===== src/hw/rtl/tel_pkg.sv =====
`default_nettype none
// ----------------------------------------------------------------------------
// tel_pkg
// Shared word types, command codes and widths for the tabu edge list.
// ----------------------------------------------------------------------------
package tel_pkg;

	localparam int NODE_W = 10;
	localparam int TEN_W  = 8;
	localparam int OCC_W  = 7;

	localparam logic [1:0] KIND_QUERY  = 2'd0;
	localparam logic [1:0] KIND_INSERT = 2'd1;
	localparam logic [1:0] KIND_TICK   = 2'd2;

	localparam logic [TEN_W-1:0] TENURE_RESET = 8'd8;

	typedef struct packed {
		logic [1:0]        kind;
		logic [NODE_W-1:0] node_a;
		logic [NODE_W-1:0] node_b;
	} cmd_t;

	typedef struct packed {
		logic             is_tabu;
		logic             inserted;
		logic             overflow;
		logic [OCC_W-1:0] occupancy;
	} result_t;

	// token that walks the cell row
	typedef struct packed {
		logic              active;
		logic [1:0]        kind;
		logic [NODE_W-1:0] node_a;
		logic [NODE_W-1:0] node_b;
		logic              hit;
		logic              free_found;
	} token_t;

	// broadcast write of a new entry
	typedef struct packed {
		logic              en;
		logic [NODE_W-1:0] node_a;
		logic [NODE_W-1:0] node_b;
		logic [TEN_W-1:0]  remaining;
	} wr_t;

endpackage
`default_nettype wire


===== src/hw/rtl/tel_cell.sv =====
`default_nettype none
// ----------------------------------------------------------------------------
// tel_cell
// One table entry: compares, ages and counts as the token passes through.
// ----------------------------------------------------------------------------
module tel_cell #(
	parameter int INDEX = 0,
	parameter int IDX_W = 6,
	parameter int CNT_W = 7
) (
	input  wire                   clk,
	input  wire                   arst_n,
	input  tel_pkg::token_t       tok_in,
	input  wire  [IDX_W-1:0]      idx_in,
	input  wire  [CNT_W-1:0]      cnt_in,
	input  tel_pkg::wr_t          wr,
	input  wire  [IDX_W-1:0]      wr_idx,
	output tel_pkg::token_t       tok_out,
	output logic [IDX_W-1:0]      idx_out,
	output logic [CNT_W-1:0]      cnt_out
);

	logic                          valid_q;
	logic [tel_pkg::NODE_W-1:0]    first_q;
	logic [tel_pkg::NODE_W-1:0]    second_q;
	logic [tel_pkg::TEN_W-1:0]     rem_q;

	tel_pkg::token_t               tok_nx;
	logic [IDX_W-1:0]              idx_nx;
	logic [CNT_W-1:0]              cnt_nx;
	logic                          match;
	logic                          is_tick;
	logic                          expire;
	logic                          wr_here;

	assign is_tick = (tok_in.kind == tel_pkg::KIND_TICK);
	assign match   = valid_q &&
		((first_q == tok_in.node_a && second_q == tok_in.node_b) ||
		 (first_q == tok_in.node_b && second_q == tok_in.node_a));
	assign expire  = tok_in.active && is_tick && valid_q &&
		(rem_q <= tel_pkg::TEN_W'(1));
	assign wr_here = wr.en && (wr_idx == IDX_W'(INDEX));

	always_comb begin
		tok_nx = tok_in;
		idx_nx = idx_in;
		cnt_nx = cnt_in;
		if (is_tick) begin
			if (valid_q && rem_q > tel_pkg::TEN_W'(1))
				cnt_nx = cnt_in + CNT_W'(1);
		end else begin
			if (match)
				tok_nx.hit = 1'b1;
			if (valid_q) begin
				cnt_nx = cnt_in + CNT_W'(1);
			end else if (!tok_in.free_found) begin
				tok_nx.free_found = 1'b1;
				idx_nx = IDX_W'(INDEX);
			end
		end
	end

	always_ff @(posedge clk or negedge arst_n) begin
		if (!arst_n) begin
			valid_q <= 1'b0;
			tok_out <= '0;
		end else begin
			tok_out <= tok_nx;
			if (wr_here)
				valid_q <= 1'b1;
			else if (expire)
				valid_q <= 1'b0;
		end
	end

	always_ff @(posedge clk) begin
		idx_out <= idx_nx;
		cnt_out <= cnt_nx;
		if (wr_here) begin
			first_q  <= wr.node_a;
			second_q <= wr.node_b;
			rem_q    <= wr.remaining;
		end else if (tok_in.active && is_tick && valid_q) begin
			rem_q <= rem_q - tel_pkg::TEN_W'(1);
		end
	end

endmodule
`default_nettype wire


===== config.mk =====
export PLATFORM = sky130hd
export DESIGN_NAME = tel_cell
export DESIGN_NICKNAME = d
export VERILOG_FILES = /design/src/hw/rtl/tel_pkg.sv /design/src/hw/rtl/tel_cell.sv
export SDC_FILE = /design/constraint.sdc
export NUM_CORES = 1
export LEC_CHECK = 0
export BUFFER_PORTS_ARGS = -buffer_cell sky130_fd_sc_hd__buf_4
export CAP_MARGIN = 20
export CORE_MARGIN = 2
export CORE_UTILIZATION = 43
export CTS_CLUSTER_SIZE = 14
export DETAILED_ROUTE_END_ITERATION = 8
export GPL_TIMING_DRIVEN = 0
export PLACE_DENSITY_LB_ADDON = 0.1
export REMOVE_ABC_BUFFERS = 1
export SETUP_SLACK_MARGIN = 0.02
export SLEW_MARGIN = 30
export SYNTH_ARGS = -nofsm -noshare
export SYNTH_HDL_FRONTEND = slang
export SYNTH_SLANG_ARGS = --single-unit

===== constraint.sdc =====
create_clock -name clk -period 1.6 [get_ports clk]
set_input_delay 0.32 -clock clk [delete_from_list [all_inputs] [get_ports clk]]
set_output_delay 0.32 -clock clk [all_outputs]
set_load 0.01 [all_outputs]

==> results of run 1 <==
-- final timing paths --
check	slack, ns	startpoint	endpoint
worst min-delay path	0.1	tok_in[23]	tok_out[23]
max in group asynchronous	0.91	arst_n	tok_out[4]
worst min register to register	0.58	valid_q	tok_out[0]
worst max register to register	-0.03	rem_q[0]	cnt_out[1]
min in group asynchronous	0.43	arst_n	tok_out[3]
worst max-delay path	-0.03	rem_q[0]	cnt_out[1]
-- cell families after synthesis --
kind of cell,count (synthesis),synth area share
muxes,1,0.005595
adders and majority gates,3,0.01399
buffers and inverters,5,0.007459
and+or+nand+nor,54,0.1171
AOI/OAI and AO/OA,13,0.03312
xor gates and xnor gates,52,0.1698
DFF,67,0.6530
-- flip-flops by register name (all words and copies together), names as in the netlist --
signal / cells
tok_out: 25
idx_out: 6
cnt_out: 7
first_q: 10
rem_q: 8
second_q: 10
valid_q: 1
-- metrics by stage --
step / instances / power, mW / util / hold WS, ns / setup WS [ns]
after floorplan: 194 / 2.042 / - / 0.02441 / -0.04638
after global placement: 381 / 2.323 / 0.6030 / 0.2477 / -0.5155
after detailed placement: 381 / 2.331 / 0.6030 / 0.2532 / -0.4549
after CTS: 400 / 3.603 / 0.6397 / 0.08282 / -0.04561
after global routing: 400 / 3.711 / 0.6397 / 0.07666 / -0.06524
final: 400 / 3.556 / 0.6397 / 0.09691 / -0.03494
-- per-layer routing --
layer | wire length [um] | share of wire | up-vias | track usage
met5 | 0 | 0 | - | 0
met4 | 104 | 0.019 | 0 | 0.07601
met3 | 400 | 0.073 | 12 | 0.05368
met2 | 2710 | 0.49 | 71 | 0.2705
met1 | 2286 | 0.42 | 838 | 0.2090
li1 | - | - | 928 | -
-- timing repair --
| action | CTS | global route |
|---|---|---|
| buffers inserted | 2 | 0 |
| hold endpoints to repair | 26 | 0 |
| gates resized for setup | 4 | 0 |
| endpoints found under the setup margin | 26 | 13 |
| pin swaps | 8 | 2 |
| hold buffers | 1 | 0 |
-- Yosys cell counts --
cell / instances
a21oi_1: 8
inv_1: 4
o21ai_0: 1
xor2_1: 20
dfrtp_1: 26
nor4_1: 5
ha_1: 3
nand2_1: 8
mux2_4: 1
nor4b_2: 1
o21ba_1: 1
a31o_4: 1
and3_1: 2
nand2_4: 1
nand2b_4: 1
nand2_2: 1
xnor2_1: 32
a41oi_1: 1
nand4_1: 8
nor2_1: 11
nor3_1: 4
nor2b_1: 7
edfxtp_1: 28
nor3_4: 1
nand3_1: 3
nand3b_1: 1
buf_2: 1
dfxtp_1: 13
o21bai_1: 1
-- worst max-delay path: cells and delay by family, from the launching register on --
family                     cells  cell delay, ns
DFF                            1            0.46
adders and majority gates      1            0.21
muxes                          1            0.30
AOI/OAI and AO/OA              2            0.44
and+or+nand+nor                1            0.10
-- layout make-up --
cell class | count | area (sq um) | area share
clock inverter | 4 | 23.77 | 0.006203
inverter | 4 | 18.77 | 0.004897
multi-input combinational | 123 | 922.1 | 0.2406
sequential | 67 | 1752 | 0.4571
clock buffer | 12 | 156.4 | 0.04081
tap | 75 | 93.84 | 0.02449
timing repair buffer | 115 | 865.8 | 0.2259
-- power breakdown --
| part | switching, mW | internal [mW] |
|---|---|---|
| logic | 0.168 | 0.250 |
| clock network | 0.609 | 0.652 |
| registers | 0.0230 | 1.85 |
| total | 0.800 | 2.76 |
==> results.py, run 1 <==
metrics = {
    "clocking": {
        "htree_num_levels": 3,
        "cts_buffers": 9,
        "cts_tree": "yes",
        "clk_latency_ns": 0.34,
        "clkSinkCount": 67,
        "clk_pin_slew_worst_paths_ns": 0.07,
        "clockRootBuffer": "clkbuf_8",
        "cts_buffer_depth": 2,
    },
    "die": {
        "die_w_um": 82.99,
        "dieArea_sq_mm": 0.006887,
        "core_area_sq_mm": 0.005991,
        "rows": 28,
        "ios": 113,
        "initial_utilization": 0.4478,
        "die_h_um": 82.99,
    },
    "setup_path": {
        "required_ns": 1.82,
        "cp-start-kind": "flip-flop",
        "worstPathCellList": "ha_2, o21ba_4, a31o_4, nand2_4, mux2_4",
        "critPathArrivalTime_ns": 1.86,
        "r2r_cells": 5,
        "path_class": "flip-flop to flip-flop",
        "max_stage_delay_ns": 0.46,
        "worstPathMaxFanout": 7,
        "crit_path_end_kind": "flip-flop",
        "critical_path.slowest_cell": "edfxtp_1",
    },
    "global_route": {
        "grt_pass1_wl_um": 9087,
        "antenna_found_initial": 0,
        "gr-total-overflow": 0,
        "grt_max_degree": 27,
        "grt_pass1_vias": 1892,
        "grtUsageTotal": 0.1688,
    },
    "power_and_ir_drop": {
        "p_leak_nw": 1.651,
        "vdd_drop_max_v": 0.0005342,
        "power_density_mw_per_mm2": 927.7,
    },
    "yosys": {
        "syn_inst": 195,
        "yosysWarnings": 0,
        "synth_area_leaders": "edfxtp_1 31%, dfrtp_1 24%, xnor2_1 10%",
        "syn_avg_cell_area_sq_um": 13.76,
        "synth_area_leader_cell": "edfxtp_1",
        "ys_ff_latch": 67,
        "ys_seq_area_frac": 0.6530,
        "ys_types": 29,
        "yosysTopAreaCellShare": 0.3134,
        "syn_area_sq_mm": 0.002683,
    },
    "cells_and_area": {
        "final_common_cell": "buf_4",
        "layout-drive-gt1-share": 0.4277,
        "final_nets": 398,
        "layout_common_cells": "114 x buf_4, 32 x xnor2_1, 28 x edfxtp_1, 26 x dfrtp_1, 20 x xor2_1",
        "stdcell_area_sq_mm": 0.003832,
        "num-fill-cells": 504,
        "diodes": 0,
        "areaGrowthSynthToFinish_pct": 42.86,
    },
    "sta": {
        "fin_crit_sh": 1.022,
        "drv_slew": 0,
        "period_minus_slack_ns": 1.635,
        "timing.final.ws_setup_ns": -0.03494,
        "max_freq_mhz": 611.6,
        "setup_viol": 1,
        "rsz0062_at_grt": "yes",
        "hold_viol_final": 0,
        "tns_ns": -0.03494,
        "relSlewSlack": 0.5028,
        "worst_pin_slew_ns": 0.7408,
        "finClkSkew_ns": 0.01043,
    },
    "hold_path": {
        "min_path_cells": 1,
        "hp-class": "input port to flip-flop",
    },
    "route": {
        "vias": 1849,
        "wl_um": 5502,
        "vias_per_cell": 4.623,
        "detail-route-antenna-nets": 0,
        "wl_per_cell_um": 13.76,
        "first_iter_violations": 58,
        "drc": 0,
        "drt-pass1-iter-count": 4,
    },
    "placement": {
        "port_buffers": 112,
        "place_area_sq_mm": 0.003612,
        "place_hpwl_um": 4264,
        "place_congestion": 0.7637,
    },
    "run": {
        "drv_cap": 0,
    },
    "status": {
        "violations": "setup timing",
        "status": "complete, but fails checks",
    },
}
Note: power is estimated with default switching activity, not from simulation.
==> inputs of run 2 (changes only) <==
--- a/config.mk
+++ b/config.mk
@@ -9,6 +9,7 @@
 export CAP_MARGIN = 20
 export CORE_MARGIN = 2
 export CORE_UTILIZATION = 43
+export CTS_BUF_LIST = sky130_fd_sc_hd__clkbuf_16
 export CTS_CLUSTER_SIZE = 14
 export DETAILED_ROUTE_END_ITERATION = 8
 export GPL_TIMING_DRIVEN = 0
==> results.py, run 2 (same netlist as run 1, synthesis figures left out) <==
metrics = {
    "status": {
        "status": "complete, but fails checks",
        "violations": "setup timing",
    },
    "placement": {
        "place_congestion": 0.7637,
        "place_area_sq_mm": 0.003612,
        "port_buffers": 112,
        "place_hpwl_um": 4264,
        "pre_cts_ws_ns": -0.4549,
    },
    "setup_path": {
        "r2r_end": "cnt_out[1]",
        "path_class": "flip-flop to flip-flop",
        "worstPathMaxFanout": 7,
        "required_ns": 1.81,
        "critPathArrivalTime_ns": 1.83,
        "worstReg2RegStart": "rem_q[0]",
        "crit_path_end_kind": "flip-flop",
        "r2r_cells": 5,
        "reg2reg_setup_slack_ns": -0.02,
        "cp-start-kind": "flip-flop",
    },
    "cells_and_area": {
        "final_common_cell": "buf_4",
        "reg.largest.list": "tok_out: 25 flops, first_q: 10 flops, second_q: 10 flops",
        "stdcell_area_sq_mm": 0.003945,
        "layout-drive-gt1-share": 0.4338,
        "num-fill-cells": 485,
        "areaGrowthSynthToFinish_pct": 47.06,
        "largest_register_ffs": 25,
        "largest-register": "tok_out",
        "layout_common_cells": "114 x buf_4, 31 x xnor2_1, 28 x edfxtp_1, 26 x dfrtp_1, 20 x xor2_1",
        "final_nets": 398,
        "diodes": 0,
    },
    "global_route": {
        "met2_usage": 0.2771,
        "use_met1": 0.2126,
        "use_met3": 0.05070,
        "grtUsageTotal": 0.1719,
        "grt_pass1_wl_um": 9259,
        "antenna_found_initial": 0,
        "grt_max_degree": 27,
        "gr-total-overflow": 0,
        "top_usage_layer": "met2",
        "grt_pass1_vias": 1912,
    },
    "power_and_ir_drop": {
        "power_density_mw_per_mm2": 1038,
        "vdd_drop_max_v": 0.0006309,
        "totalPowerFinal_mw": 4.097,
        "p_leak_nw": 1.713,
    },
    "clocking": {
        "cts_buffer_depth": 2,
        "cts_buffers": 9,
        "clkSinkCount": 67,
        "cts_tree": "yes",
        "clk_latency_ns": 0.32,
        "clk_pin_slew_worst_paths_ns": 0.05,
        "clockRootBuffer": "clkbuf_16",
        "htree_num_levels": 3,
    },
    "sta": {
        "finClkSkew_ns": 0.005455,
        "worst_pin_slew_ns": 0.6546,
        "fin_crit_sh": 1.014,
        "relSlewSlack": 0.5602,
        "hold_viol_final": 0,
        "timing.final.ws_setup_ns": -0.02233,
        "setup_viol": 1,
        "period_minus_slack_ns": 1.622,
        "rsz0062_at_grt": "yes",
        "drv_slew": 0,
        "max_freq_mhz": 616.4,
        "fin_hold_ws_ns": 0.1165,
    },
    "route": {
        "drc": 0,
        "wl_um": 5633,
        "vias": 1877,
        "drt-pass1-iter-count": 4,
        "vias_per_cell": 4.693,
        "detail-route-antenna-nets": 0,
        "wl_per_cell_um": 14.08,
        "first_iter_violations": 58,
    },
    "die": {
        "rows": 28,
        "initial_utilization": 0.4478,
        "dieArea_sq_mm": 0.006887,
        "core_area_sq_mm": 0.005991,
        "ios": 113,
        "die_h_um": 82.99,
        "die_w_um": 82.99,
    },
    "run": {
        "drv_cap": 0,
    },
    "hold_path": {
        "min_path_cells": 1,
        "min-delay-start": "tok_in[23]",
        "hp-class": "input port to flip-flop",
        "min_to": "tok_out[23]",
    },
}
run 2: cell types whose count changed in the layout (fill, tap and decap cells not counted), sizes merged:
cell and delta:
clkbuf -2, inv +2
run 2: final cells by class:
type,count,area (sq um),share of cell area
sequential,67,1752,0.4440
tap,75,93.84,0.02379
timing repair buffer,115,865.8,0.2195
clock inverter,6,31.28,0.007929
multi-input combinational,123,933.4,0.2366
inverter,4,18.77,0.004757
clock buffer,10,250.2,0.06343
run 2: layer usage:
| layer | vias to the layer above | wire length [um] |
|---|---|---|
| li1 | 932 | - |
| met1 | 868 | 2328 |
| met2 | 68 | 2835 |
| met3 | 9 | 382 |
| met4 | 0 | 86 |
| met5 | - | 0 |
run 2: worst max path at each step:
stage,startpoint,cells after the start,endpoint,slack (ns)
detailed placement,wr_idx[2],4,second_q[8],-0.45
finish,rem_q[0],5,cnt_out[1],-0.02
floorplan,wr_idx[2],3,first_q[0],-0.05
global placement,tok_in[22],4,rem_q[2],-0.52
CTS,rem_q[0],5,cnt_out[1],-0.04
global route,rem_q[0],6,cnt_out[1],-0.06
run 2: power breakdown:
group / total (mW) / switching (mW) / internal [mW]
registers: 1.88 / 0.0234 / 1.86
clock network: 1.80 / 0.673 / 1.12
logic: 0.420 / 0.169 / 0.251
total: 4.10 / 0.866 / 3.23
run 2: critical path: stages (launching register included):
cell and delay [ns]:
edfxtp_1 0.46, ha_2 0.21, o21ba_4 0.21, a31o_4 0.23
nand2_4 0.10, mux2_4 0.30
run 2: per-stage QoR:
step | setup TNS [ns] | util | std cells
2_1_floorplan | -1.200 | - | 194
5_1_grt | -0.1299 | 0.6585 | 400
4_1_cts | -0.03899 | 0.6573 | 400
6_report | -0.02233 | 0.6585 | 400
3_5_place_dp | -11.71 | 0.6030 | 381
3_3_place_gp | -13.08 | 0.6030 | 381
run 2: what timing repair did:
action / in CTS / in global routing
pin swaps: 8 / 2
endpoints found under the setup margin: 26 / 6
hold endpoints to repair: 26 / 0
buffers inserted: 2 / 0
resized for setup: 5 / 1
hold buffers: 1 / 0
==> inputs of run 3 (changes only) <==
--- a/config.mk
+++ b/config.mk
@@ -15,7 +15,7 @@
 export GPL_TIMING_DRIVEN = 0
 export PLACE_DENSITY_LB_ADDON = 0.1
 export REMOVE_ABC_BUFFERS = 1
-export SETUP_SLACK_MARGIN = 0.02
+export SETUP_SLACK_MARGIN = 0.3
 export SLEW_MARGIN = 30
 export SYNTH_ARGS = -nofsm -noshare
 export SYNTH_HDL_FRONTEND = slang
==> results.py, run 3 (same netlist as run 1, synthesis figures left out) <==
metrics = {
    "route": {
        "first_iter_violations": 74,
        "vias_per_cell": 4.713,
        "detail-route-antenna-nets": 0,
        "drt-pass1-iter-count": 4,
        "wl_um": 5934,
        "wl_per_cell_um": 14.54,
        "drc": 0,
        "vias": 1923,
    },
    "setup_path": {
        "r2r_cells": 5,
        "crit_family": "flip-flops",
        "critPathBufInv": 0,
        "critical_path.slowest_cell": "edfxtp_1",
        "worstPathMaxFanout": 7,
        "worstReg2RegStart": "rem_q[0]",
        "critPathArrivalTime_ns": 1.83,
        "crit_path_end_kind": "flip-flop",
        "required_ns": 1.80,
        "r2r_end": "cnt_out[1]",
        "worstPathCellList": "ha_2, o21ba_4, a31o_4, nand2_4, mux2_4",
        "reg2reg_setup_slack_ns": -0.03,
        "cp-start-kind": "flip-flop",
        "max_stage_delay_ns": 0.46,
        "path_class": "flip-flop to flip-flop",
        "cp-startpoint": "rem_q[0]",
    },
    "die": {
        "core_area_sq_mm": 0.005991,
        "die_h_um": 82.99,
        "die_w_um": 82.99,
        "ios": 113,
        "initial_utilization": 0.4478,
        "rows": 28,
        "dieArea_sq_mm": 0.006887,
    },
    "sta": {
        "rsz0062_at_grt": "yes",
        "max_freq_mhz": 613.6,
        "setup_viol": 2,
        "drv_slew": 0,
        "fin_crit_sh": 1.019,
        "timing.final.ws_setup_ns": -0.02973,
        "relSlewSlack": 0.5578,
        "hold_viol_final": 0,
        "period_minus_slack_ns": 1.630,
        "tns_ns": -0.03738,
        "worst_pin_slew_ns": 0.6582,
        "finClkSkew_ns": 0.005038,
    },
    "clocking": {
        "htree_num_levels": 3,
        "cts_tree": "yes",
        "clockRootBuffer": "clkbuf_16",
        "clk_latency_ns": 0.32,
        "clkSinkCount": 67,
        "clk_pin_slew_worst_paths_ns": 0.05,
        "cts_buffer_depth": 2,
        "cts_buffers": 9,
    },
    "cells_and_area": {
        "diodes": 0,
        "final_common_cell": "buf_4",
        "fin_util": 0.6771,
        "layout_common_cells": "118 x buf_4, 30 x xnor2_1, 28 x edfxtp_1, 26 x dfrtp_1, 20 x xor2_1",
        "reg.largest.list": "tok_out: 25 flops, first_q: 10 flops, second_q: 10 flops",
        "final_cells": 408,
        "num-fill-cells": 482,
        "areaGrowthSynthToFinish_pct": 51.21,
        "final_nets": 406,
        "stdcell_area_sq_mm": 0.004056,
        "layout-drive-gt1-share": 0.4625,
        "largest-register": "tok_out",
        "largest_register_ffs": 25,
    },
    "hold_path": {
        "min_path_cells": 1,
        "min-delay-start": "tok_in[23]",
        "min_to": "tok_out[23]",
        "hp-class": "input port to flip-flop",
    },
    "global_route": {
        "gr-total-overflow": 0,
        "met2_usage": 0.2999,
        "grt_pass1_vias": 1971,
        "use_met1": 0.2180,
        "top_usage_layer": "met2",
        "grt_max_degree": 27,
        "grtUsageTotal": 0.1805,
        "antenna_found_initial": 0,
        "use_met3": 0.05169,
        "grt_pass1_wl_um": 9687,
    },
    "power_and_ir_drop": {
        "combPwrFrac": 0.106,
        "p_clk_frac": 0.437,
        "p_int_mw": 3.237,
        "power_density_mw_per_mm2": 1014,
        "seq_power_share": 0.457,
        "p_sw_uw": 874.6,
        "switching_share": 0.2127,
        "vdd_drop_max_v": 0.0006365,
        "p_leak_nw": 1.764,
    },
    "placement": {
        "place_hpwl_um": 4264,
        "place_area_sq_mm": 0.003612,
        "dp_cells": 381,
        "port_buffers": 112,
        "place_congestion": 0.7637,
    },
    "status": {
        "violations": "setup timing",
        "status": "complete, but fails checks",
    },
    "run": {
        "drv_cap": 0,
    },
}
## run 3: stage by stage
step           total power, mW  hold slack, ns  setup WS [ns]
5_1_grt                  4.265          0.1021       -0.06885
3_3_place_gp             2.323          0.2477        -0.5155
4_1_cts                  4.159          0.1040       -0.03865
2_1_floorplan            2.042         0.02441       -0.04638
3_5_place_dp             2.331          0.2532        -0.4549
6_report                 4.112          0.1171       -0.02973
## run 3: timing repair
action                                 CTS  global route
hold buffers                             1             0
setup buffers                            6             1
endpoints found under the hold margin   26             0
gates cloned                             2             1
pin swaps                               10            14
resized for setup                       12             6
setup endpoints to repair               40            43
## run 3: how the worst max path moves through the flow
stage | cells past startpoint | slack [ns] | to
2_1_floorplan | 3 | -0.05 | first_q[0]
3_5_place_dp | 4 | -0.45 | second_q[8]
4_1_cts | 5 | -0.04 | cnt_out[1]
3_3_place_gp | 4 | -0.52 | rem_q[2]
6_report | 5 | -0.03 | cnt_out[1]
5_1_grt | 6 | -0.07 | cnt_out[1]
## run 3: metal layers
layer | vias up | part of all wire
met5 | - | 0
met4 | 0 | 0.010
met3 | 5 | 0.068
met2 | 67 | 0.51
met1 | 905 | 0.41
li1 | 946 | -
## run 3: cell type report
cell class                 count  area [sq um]  share of cell area
inverter                       4         18.77            0.004627
clock buffer                  10         250.2             0.06169
clock inverter                 6         31.28            0.007711
multi-input combinational    123         980.9              0.2418
sequential                    67          1752              0.4318
tap                           75         93.84             0.02313
timing repair inverter         3         22.52            0.005552
timing repair buffer         120         907.1              0.2236
## run 3: power groups by stage
stage / Clock (mW) / Sequential, mW / Combinational (mW)
6_report: 1.80 / 1.88 / 0.435
5_1_grt: 1.91 / 1.88 / 0.473
4_1_cts: 1.84 / 1.88 / 0.436
3_5_place_dp: 0 / 1.91 / 0.418
3_3_place_gp: 0 / 1.91 / 0.412
2_1_floorplan: 0 / 1.94 / 0.101
## run 3: worst register-to-register path, cell delays in order, from the launching register on
cell	delay [ns]
edfxtp_1	0.46
ha_2	0.22
o21ba_4	0.21
a31o_4	0.23
nand2_4	0.10
mux2_4	0.30
